--- config.mk ---
export PLATFORM = sky130hd
export DESIGN_NAME = two_wire_display_frame_sender
export DESIGN_NICKNAME = d
export VERILOG_FILES = /design/src/hdl/twdfs_pkg.sv /design/src/hdl/twdfs_front.sv /design/src/hdl/twdfs_back.sv /design/src/hdl/two_wire_display_frame_sender.sv
export VERILOG_INCLUDE_DIRS = /design/src /design/src/hdl
export SDC_FILE = /design/constraint.sdc
export NUM_CORES = 1
export LEC_CHECK = 0
export BUFFER_PORTS_ARGS = -buffer_cell sky130_fd_sc_hd__buf_2
export CAP_MARGIN = 20
export CORE_MARGIN = 5
export CORE_UTILIZATION = 45
export DETAILED_ROUTE_END_ITERATION = 8
export PLACE_DENSITY = 0.66
export SYNTH_ARGS = -nofsm -noshare
export SYNTH_HDL_FRONTEND = slang
export SYNTH_SLANG_ARGS = --single-unit
--- constraint.sdc ---
create_clock -name clk -period 2.7 [get_ports clk]
set_input_delay 0.27 -clock clk [delete_from_list [all_inputs] [get_ports clk]]
set_output_delay 0.27 -clock clk [all_outputs]
set_load 0.01 [all_outputs]
--- src/hdl/two_wire_display_frame_sender_macros.svh ---
// assertion macros shared by the frame sender modules
`ifndef TWO_WIRE_DISPLAY_FRAME_SENDER_MACROS_SVH
`define TWO_WIRE_DISPLAY_FRAME_SENDER_MACROS_SVH

`ifndef ASSERT_OFF
`define TWDFS_ASSERT_IMPL(lbl, clk, rst, ante, cons) \
  lbl: assert property (@(posedge clk) disable iff (rst) (ante) |-> (cons)) \
    else $error("assertion failed");
`define TWDFS_ASSERT_NEXT(lbl, clk, rst, ante, cons) \
  lbl: assert property (@(posedge clk) disable iff (rst) (ante) |=> (cons)) \
    else $error("assertion failed");
`else
`define TWDFS_ASSERT_IMPL(lbl, clk, rst, ante, cons)
`define TWDFS_ASSERT_NEXT(lbl, clk, rst, ante, cons)
`endif

`endif

--- src/hdl/twdfs_pkg.sv ---
package twdfs_pkg;

  localparam int unsigned BITS_PER_BYTE = 8;
  localparam logic [3:0] ACK_INDEX = 4'd8;
  localparam logic [15:0] PHASE_CYCLES_RESET = 16'd250;

  localparam logic [1:0] START_LAST = 2'd2;
  localparam logic [1:0] BIT_LAST = 2'd2;
  localparam logic [1:0] STOP_LAST = 2'd3;

  typedef struct packed {
    logic       operation;
    logic [7:0] address_byte;
    logic [7:0] data_byte;
  } in_item_t;

  typedef struct packed {
    logic clk_level;
    logic dio_level;
    logic last_phase;
  } out_item_t;

  typedef struct packed {
    logic       two_bytes;
    logic [7:0] first_byte;
    logic [7:0] second_byte;
  } job_t;

  typedef enum logic [1:0] {
    ST_IDLE,
    ST_START,
    ST_BYTE,
    ST_STOP
  } state_t;

endpackage

--- src/hdl/twdfs_front.sv ---
`include "two_wire_display_frame_sender_macros.svh"

module twdfs_front #(
  parameter int QUEUE_DEPTH = 2
) (
  input  logic                clk,
  input  logic                rst,
  input  logic                in_valid,
  output logic                in_ready,
  input  twdfs_pkg::in_item_t in_item,
  output logic                job_valid,
  input  logic                job_pop,
  output twdfs_pkg::job_t     job
);

  localparam int PTR_W = (QUEUE_DEPTH > 1) ? $clog2(QUEUE_DEPTH) : 1;
  localparam int CNT_W = $clog2(QUEUE_DEPTH + 1);

  twdfs_pkg::job_t mem [QUEUE_DEPTH];
  logic [PTR_W-1:0] wr_ptr;
  logic [PTR_W-1:0] rd_ptr;
  logic [CNT_W-1:0] count;
  logic [CNT_W-1:0] count_next;
  logic             push;
  twdfs_pkg::job_t  job_in;

  assign in_ready  = (count != CNT_W'(QUEUE_DEPTH));
  assign push      = in_valid && in_ready;
  assign job_valid = (count != '0);
  assign job       = mem[rd_ptr];

  // classify: a command is a one-byte frame
  always_comb begin
    job_in.two_bytes   = in_item.operation;
    job_in.first_byte  = in_item.operation ? in_item.address_byte : in_item.data_byte;
    job_in.second_byte = in_item.data_byte;
  end

  always_comb begin
    unique case ({push, job_pop})
      2'b10:   count_next = count + 1'b1;
      2'b01:   count_next = count - 1'b1;
      default: count_next = count;
    endcase
  end

  always_ff @(posedge clk) begin
    if (push) begin
      mem[wr_ptr] <= job_in;
    end
  end

  always_ff @(posedge clk) begin
    if (rst) begin
      wr_ptr <= '0;
      rd_ptr <= '0;
      count  <= '0;
    end else begin
      count <= count_next;
      if (push) begin
        wr_ptr <= (wr_ptr == PTR_W'(QUEUE_DEPTH - 1)) ? '0 : wr_ptr + 1'b1;
      end
      if (job_pop) begin
        rd_ptr <= (rd_ptr == PTR_W'(QUEUE_DEPTH - 1)) ? '0 : rd_ptr + 1'b1;
      end
    end
  end

  `TWDFS_ASSERT_IMPL(a_count_range, clk, rst, 1'b1, count <= CNT_W'(QUEUE_DEPTH))
  `TWDFS_ASSERT_IMPL(a_pop_nonempty, clk, rst, job_pop, count != '0)

endmodule

--- src/hdl/twdfs_back.sv ---
`include "two_wire_display_frame_sender_macros.svh"

module twdfs_back (
  input  logic                 clk,
  input  logic                 rst,
  input  logic [15:0]          phase_cycles,
  input  logic                 job_valid,
  output logic                 job_pop,
  input  twdfs_pkg::job_t      job,
  output logic                 out_valid,
  input  logic                 out_ready,
  output twdfs_pkg::out_item_t out_item
);

  twdfs_pkg::state_t    state;
  twdfs_pkg::state_t    state_next;
  logic [1:0]           sub;
  logic [1:0]           sub_next;
  logic [3:0]           bit_idx;
  logic [3:0]           bit_idx_next;
  logic                 byte_sel;
  logic                 byte_sel_next;
  logic [15:0]          hold;
  logic                 dio_prev;
  twdfs_pkg::job_t      cur_job;
  twdfs_pkg::out_item_t phase;
  logic                 fire;
  logic                 slot_free;
  logic [7:0]           cur_byte;
  logic                 cur_bit;

  assign cur_byte = byte_sel ? cur_job.second_byte : cur_job.first_byte;
  assign cur_bit  = (bit_idx == twdfs_pkg::ACK_INDEX) ? 1'b1 : cur_byte[bit_idx[2:0]];

  // outputs
  always_comb begin
    slot_free = !out_valid || out_ready;
    fire      = (state != twdfs_pkg::ST_IDLE) && (hold == '0) && slot_free;
    job_pop   = (state == twdfs_pkg::ST_IDLE) && job_valid;
    phase     = '0;
    unique case (state)
      twdfs_pkg::ST_IDLE: begin
        phase = '0;
      end
      twdfs_pkg::ST_START: begin
        unique case (sub)
          2'd0:    phase = '{clk_level: 1'b1, dio_level: 1'b1, last_phase: 1'b0};
          2'd1:    phase = '{clk_level: 1'b1, dio_level: 1'b0, last_phase: 1'b0};
          default: phase = '{clk_level: 1'b0, dio_level: 1'b0, last_phase: 1'b0};
        endcase
      end
      twdfs_pkg::ST_BYTE: begin
        unique case (sub)
          2'd0:    phase = '{clk_level: 1'b0, dio_level: dio_prev, last_phase: 1'b0};
          2'd1:    phase = '{clk_level: 1'b0, dio_level: cur_bit, last_phase: 1'b0};
          default: phase = '{clk_level: 1'b1, dio_level: cur_bit, last_phase: 1'b0};
        endcase
      end
      twdfs_pkg::ST_STOP: begin
        unique case (sub)
          2'd0:    phase = '{clk_level: 1'b0, dio_level: dio_prev, last_phase: 1'b0};
          2'd1:    phase = '{clk_level: 1'b0, dio_level: 1'b0, last_phase: 1'b0};
          2'd2:    phase = '{clk_level: 1'b1, dio_level: 1'b0, last_phase: 1'b0};
          default: phase = '{clk_level: 1'b1, dio_level: 1'b1, last_phase: 1'b1};
        endcase
      end
      default: phase = '0;
    endcase
  end

  // next state
  always_comb begin
    state_next    = state;
    sub_next      = sub;
    bit_idx_next  = bit_idx;
    byte_sel_next = byte_sel;
    if (job_pop) begin
      state_next    = twdfs_pkg::ST_START;
      sub_next      = '0;
      bit_idx_next  = '0;
      byte_sel_next = 1'b0;
    end else if (fire) begin
      unique case (state)
        twdfs_pkg::ST_START: begin
          if (sub == twdfs_pkg::START_LAST) begin
            state_next = twdfs_pkg::ST_BYTE;
            sub_next   = '0;
          end else begin
            sub_next = sub + 1'b1;
          end
        end
        twdfs_pkg::ST_BYTE: begin
          if (sub == twdfs_pkg::BIT_LAST) begin
            sub_next = '0;
            if (bit_idx == twdfs_pkg::ACK_INDEX) begin
              bit_idx_next = '0;
              if (cur_job.two_bytes && !byte_sel) begin
                byte_sel_next = 1'b1;
              end else begin
                state_next = twdfs_pkg::ST_STOP;
              end
            end else begin
              bit_idx_next = bit_idx + 1'b1;
            end
          end else begin
            sub_next = sub + 1'b1;
          end
        end
        twdfs_pkg::ST_STOP: begin
          if (sub == twdfs_pkg::STOP_LAST) begin
            state_next = twdfs_pkg::ST_IDLE;
            sub_next   = '0;
          end else begin
            sub_next = sub + 1'b1;
          end
        end
        default: state_next = twdfs_pkg::ST_IDLE;
      endcase
    end
  end

  always_ff @(posedge clk) begin
    if (job_pop) begin
      cur_job <= job;
    end
    if (fire) begin
      out_item <= phase;
      dio_prev <= phase.dio_level;
    end
  end

  always_ff @(posedge clk) begin
    if (rst) begin
      state     <= twdfs_pkg::ST_IDLE;
      sub       <= '0;
      bit_idx   <= '0;
      byte_sel  <= 1'b0;
      hold      <= '0;
      out_valid <= 1'b0;
    end else begin
      state    <= state_next;
      sub      <= sub_next;
      bit_idx  <= bit_idx_next;
      byte_sel <= byte_sel_next;
      if (fire) begin
        hold <= phase_cycles;
      end else if (hold != '0) begin
        hold <= hold - 1'b1;
      end
      if (fire) begin
        out_valid <= 1'b1;
      end else if (out_ready) begin
        out_valid <= 1'b0;
      end
    end
  end

  `TWDFS_ASSERT_IMPL(a_last_idle_lines, clk, rst, out_valid && out_item.last_phase, out_item.clk_level && out_item.dio_level)
  `TWDFS_ASSERT_IMPL(a_bit_range, clk, rst, state == twdfs_pkg::ST_BYTE, bit_idx <= twdfs_pkg::ACK_INDEX)
  `TWDFS_ASSERT_NEXT(a_hold_loaded, clk, rst, fire, hold == $past(phase_cycles))

endmodule

--- src/hdl/two_wire_display_frame_sender.sv ---
// Sends one write per input item as line phases of a two-wire display link: a command item
// gives 34 phases, an address-plus-data item 61, each an output item with the clock and data
// levels and a flag on the final stop phase. A hold counter paces the phases: when one is
// issued the counter is loaded with phase_cycles, and the next follows once it has counted
// down to zero (every clock when phase_cycles is 0), and later if the output is stalled; a
// frame is taken from the queue in the idle state before its first phase, which overlaps the
// previous frame's last hold if that still runs. phase_cycles resets to 250. A queue of
// QUEUE_DEPTH items takes new writes while a frame is sent.
module two_wire_display_frame_sender #(
  parameter int QUEUE_DEPTH = 2
) (
  input  logic                 clk,
  input  logic                 rst,
  input  logic                 cfg_write,
  input  logic [15:0]          cfg_data,
  input  logic                 in_valid,
  output logic                 in_ready,
  input  twdfs_pkg::in_item_t  in_item,
  output logic                 out_valid,
  input  logic                 out_ready,
  output twdfs_pkg::out_item_t out_item
);

  logic [15:0]     phase_cycles;
  logic            job_valid;
  logic            job_pop;
  twdfs_pkg::job_t job;

  always_ff @(posedge clk) begin
    if (rst) begin
      phase_cycles <= twdfs_pkg::PHASE_CYCLES_RESET;
    end else if (cfg_write) begin
      phase_cycles <= cfg_data;
    end
  end

  twdfs_front #(
    .QUEUE_DEPTH(QUEUE_DEPTH)
  ) u_front (
    .clk       (clk),
    .rst       (rst),
    .in_valid  (in_valid),
    .in_ready  (in_ready),
    .in_item   (in_item),
    .job_valid (job_valid),
    .job_pop   (job_pop),
    .job       (job)
  );

  twdfs_back u_back (
    .clk          (clk),
    .rst          (rst),
    .phase_cycles (phase_cycles),
    .job_valid    (job_valid),
    .job_pop      (job_pop),
    .job          (job),
    .out_valid    (out_valid),
    .out_ready    (out_ready),
    .out_item     (out_item)
  );

endmodule
# ---- Word level (Yosys, flattened, before mapping)
# Memories as Yosys holds them, arrays and structs flattened. A register that Yosys moved wholly into a read port is not among the register bits.
# Index checks and enable logic that the tools add are counted.
dict set report op_classes {
  n_addsub 7
  eq_ne 22
  reduce_logical 27
  magnitude_cmp 1
  mux 30
}
# operator count
set ops {}
lappend ops {{$mux W16} 2}
lappend ops {{$logic_not A16 Y1} 1}
lappend ops {{$mux W8} 2}
lappend ops {{$reduce_bool A16 Y1} 1}
lappend ops {{$sub A16 B1 Y16 const B} 1}
lappend ops {{$mux W2} 7}
lappend ops {{$reduce_bool A2 Y1} 7}
lappend ops {{$ne A3 B2 Y1 const B} 4}
lappend ops {{$pmux W3 S2} 2}
lappend ops {{$pmux W3 S4} 1}
lappend ops {{$reduce_and A6 Y1} 2}
lappend ops {{$eq A2 B2 Y1 const B} 5}
lappend ops {{$mux W1} 10}
lappend ops {{$pmux W3 S3} 1}
lappend ops {{$ne A2 B1 Y1 const B} 4}
lappend ops {{$ne A2 B2 Y1 const B} 4}
lappend ops {{$pmux W2 S2} 2}
lappend ops {{$eq A2 B1 Y1 const B} 3}
lappend ops {{$pmux W2 S3} 1}
lappend ops {{$reduce_and A3 Y1} 2}
lappend ops {{$logic_and A1 B1 Y1} 5}
lappend ops {{$reduce_and A5 Y1} 1}
lappend ops {{$add A2 B1 Y2 const B} 2}
lappend ops {{$add A4 B1 Y4 const B} 1}
lappend ops {{12 further kinds} 16}
dict set report word_totals {
  mem_bits_rw 34
  input_bits 38
  register_bits 49
  wordCells 102
  output_inout_bits 5
  memories 1
}
# memory depth word_bits rd rd_clocked_by_memory_dff write_ports line
set mem_list {}
lappend mem_list {u_front.mem 2 17 1 1 1 twdfs_front.sv:19} ;# twdfs_pkg::job_t mem [QUEUE_DEPTH];

# ---- Depth between registers and ports, before layout
dict set report logic_depth {
  word_depth 8
  mapped_depth 9
  ltp_nobuf 7
}

# ---- By module
# A second synthesis with hierarchy kept.
dict set report hier_totals {
  hier_cells 390
  hier_area_um2 4703.3
}
# mod cells_each seq_area_each_um2 area_per_inst_um2 n_inst
set by_module_without_submodules {}
lappend by_module_without_submodules {twdfs_back 253 1121.1 2570.0 1}
lappend by_module_without_submodules {twdfs_front 85 1121.1 1532.7 1}
lappend by_module_without_submodules {two_wire_display_frame_sender 52 320.3 600.6 1}

# ---- Worst setup path after synthesis
# Ideal clock, no wire load.
dict set report synth_path {
  path_type {flip-flop to flip-flop}
  from {reg u_back.hold[0]}
  to {reg u_back.bit_idx[2]}
  t_arrival_ps 2646
  stages_incl_launch_ff 10
  synth_period_minus_slack_ps 2716
  setup_ps 70
  n_path_buf 2
  path_slack_ps -16
  required_time_ps 2630
  cell_sequence {dfxtp_1 inv_1 ha_1 or4b_1 or3_1 clkbuf_1 or4_1 buf_2 or4_1 a21oi_1}
}
dict set report synth_via {
  elab_chain_cells 4
}
# item line
set synth_lines {}
lappend synth_lines {{start: declaration} twdfs_back.sv:23} ;# logic [15:0] hold;
lappend synth_lines {{start signal: assignment} twdfs_back.sv:146} ;# hold <= phase_cycles;
lappend synth_lines {{start signal: assignment} twdfs_back.sv:148} ;# hold <= hold - 1'b1;
lappend synth_lines {{$logic_not A16 Y1} twdfs_back.sv:38} ;# fire = (state != twdfs_pkg::ST_IDLE) && (hold == '0) && slot_free;
lappend synth_lines {{$logic_and A1 B1 Y1 (2 in series)} twdfs_back.sv:38}
lappend synth_lines {{$reduce_and A3 Y1 (no line)} -}
lappend synth_lines {{end signal: assignment} twdfs_back.sv:143} ;# bit_idx <= bit_idx_next;
lappend synth_lines {{end: declaration} twdfs_back.sv:19} ;# logic [3:0] bit_idx;
# Every way passes these cells.
# A chain may end at the register's enable or synchronous reset.

# ---- Worst setup path in the final report
# Ends and elaborated chain as after synthesis.

==> reports/metrics.cfg <==
[outcome]
run_status=completed

[finish]
drive_gt1_frac=0.248
final_cell_count_no_fill=561
num_antenna_cells=0
syn_to_final_growth_pct=14.1
n_fill_cell=860
stdcell_area_um2=5070
fin_nets=476

[die]
start_util=0.459
die_w_um=109
num_rows=36
die_y_um=109
core_area_um2=9680
io_pins=43
dieArea_um2=12000

[sta]
setup_slack_ns=0.110
finalMaxSlewViolations=0
period_share=0.959
grt_setup_unrepaired=no
fmax_ghz=0.386
worst_slew_pin_slew_ns=0.875
final_hold_viol_count=0
finalSetupTns_ns=0
finClkSkew_ns=0.0101
period_minus_slack_ns=2.59
max_slew_margin=0.416
setup_viol=0

[setup_path]
required_ns=3.00
worstPathMaxFanout=6
cp.arrival_ns=2.89
start_kind=register
crit_type=register to register
cp-end-kind=register

[routing]
drt_first_pass_iters=5
drcViolationCount=0
wl_met3_um=374
vias=2952
drt_wl_total_um=8360
wl_per_cell_um=14.9
wl_met1_um=4050
ant_nets=0
wl_met2_um=3840
drt-vias-per-instance=5.26
dr.max_layer_used=met4
drtIter0Drc=222

[logic_synthesis]
synth.net_count=428
netlist-cell-type-count=45
synth_top_area_cell=edfxtp_1
synth_top_area_frac=0.365
synth_area_leaders=edfxtp_1, dfxtp_1, mux2_2
syn_avg_cell_area_um2=11.8
synth_edf_count=54
ys_seq_area_frac=0.573
yosys_warnings=0
syn-cell-area_um2=4440
synth_flop_cell=edfxtp_1
synthArstFlopShare=0
synth_seq_cells=100
syn_inst=375

[worst_hold_path]
hold_class=input pin to register

[grt]
grt_pass1_wl_um=14300
antenna_found_initial=0
grt_max_degree=40
gr-usage-all-layers=0.153
grt_pass1_vias=3037
grt_overflow=0

[pwr]
p_leak_nw=1.90
ir_worst_vdd_mv=0.500
power_density_nw_per_um2=1000

[clock_tree]
cts_tree=done
clk_latency_ns=0.36
cts_sinks=100
htreeDepth=3
clk_pin_slew_ns=0.11
cts_setup_buffers=0
clock-root-buffer=clkbuf_8
cts_hold_buf=0
numCtsBuffers=9
cts_buffer_depth=2
cts_resized=0

[place]
place_congestion=0.901
dp_hpwl_um=5840
io_buffers=42
placed_area_um2=4840
dp_slack_ns=0.0462
dp_cells=545

[flow_run]
maxCapViolations=0

report_power, final:
part	internal, W	switching (W)	total, W
logic	0.000856	0.000949	0.00181
clock network	0.000454	0.000557	0.00101
registers	0.00202	0.000233	0.00225
total	0.00333	0.00174	0.00507
final timing paths:
kind	from	end	slack [ns]	cells after the start
worst min register to register	phase_cycles[7]$_SDFFE_PP1P_	u_back.hold[7]$_SDFFE_PP0P_	0.47	2
worst min-delay path	in_item[5]	u_front.mem[0][5]$_DFFE_PP_	0.10	1
worst max-delay path	u_back.hold[0]$_SDFFE_PP0P_	u_back.bit_idx[2]$_SDFFE_PP0P_	0.11	7
worst max register to register	u_back.hold[0]$_SDFFE_PP0P_	u_back.bit_idx[2]$_SDFFE_PP0P_	0.11	7
through the flow:
step,util,power (W),hold WS [ns]
after floorplan,-,0.00348,0.369
after global placement,0.500,0.00399,0.449
after detailed placement,0.500,0.00406,0.450
after CTS,0.522,0.00507,0.0819
after global routing,0.523,0.00543,0.0765
final,0.523,0.00507,0.102
flip-flops by register name (all words and copies together) (netlist names), 2 cells and up:
register,flops
u_front.mem,34
u_back.cur_job,17
phase_cycles,16
u_back.hold,16
u_back.bit_idx,4
u_back.out_item,3
u_back.state,2
u_back.sub,2
u_front.count,2
worst max-delay path, stage by stage, from the launching register on:
cell,delay [ns]
dfxtp_1,0.35
inv_1,0.09
ha_1,0.16
or4b_4,0.46
or3_4,0.36
or4_4,0.56
or4_1,0.41
a21oi_1,0.14
per-layer routing:
metal | vias to the layer above | global-route usage
met4 | 0 | 0.0534
met3 | 7 | 0.0305
met1 | 1426 | 0.220
met5 | - | 0
li1 | 1461 | -
met2 | 58 | 0.231
cells in the final DEF, fill, tap and decap left out, drive strengths merged, types with 3 or more instances in the layout:
| master | count |
|---|---|
| a21oi | 27 |
| clkbuf | 9 |
| nand2 | 21 |
| buf | 54 |
| or2 | 4 |
| nand3 | 6 |
| nor4 | 6 |
| dfxtp | 46 |
| a211o | 6 |
| o21ai | 8 |
| mux2i | 19 |
| nor2 | 32 |
| or3 | 10 |
| nor2b | 9 |
| nand2b | 4 |
| edfxtp | 54 |
| a211oi | 5 |
| o21a | 3 |
| xor2 | 4 |
| or4 | 5 |
| mux2 | 25 |
| inv | 17 |
| xnor2 | 6 |
| mux4 | 4 |
| ha | 15 |
| nor3 | 7 |
cell families (layout without fill, tap and decap cells):
logic type	Yosys count	in the layout	synth area share
simple gates	114	114	0.132
fa+ha+maj	15	15	0.0423
flops	100	100	0.573
buf+inv	30	83	0.0268
mux	48	48	0.127
xor+xnor	10	10	0.0197
compound gates	58	58	0.0797
area by class of cell:
type | instances | area (um^2) | area share
Timing Repair Buffer | 54 | 300 | 0.0593
Tap cell | 133 | 166 | 0.0328
Clock inverter | 7 | 92.6 | 0.0183
Clock buffer | 9 | 124 | 0.0245
Multi-Input combinational cell | 245 | 1790 | 0.354
Inverter | 13 | 48.8 | 0.00963
Sequential cell | 100 | 2540 | 0.502
cell usage after synthesis, types with 6 or more instances:
cell and n:
a211o_1 6, a21oi_1 27, clkbuf_1 9, dfxtp_1 46, edfxtp_1 54, ha_1 15, inv_1 13, mux2_2 25
mux2i_1 19, nand2_1 21, nand3_1 6, nor2_1 32, nor2b_1 9, nor3_1 7, nor4_1 6, o21ai_0 8
or3_1 10, xnor2_1 6
(Power assumes the default switching activity.)
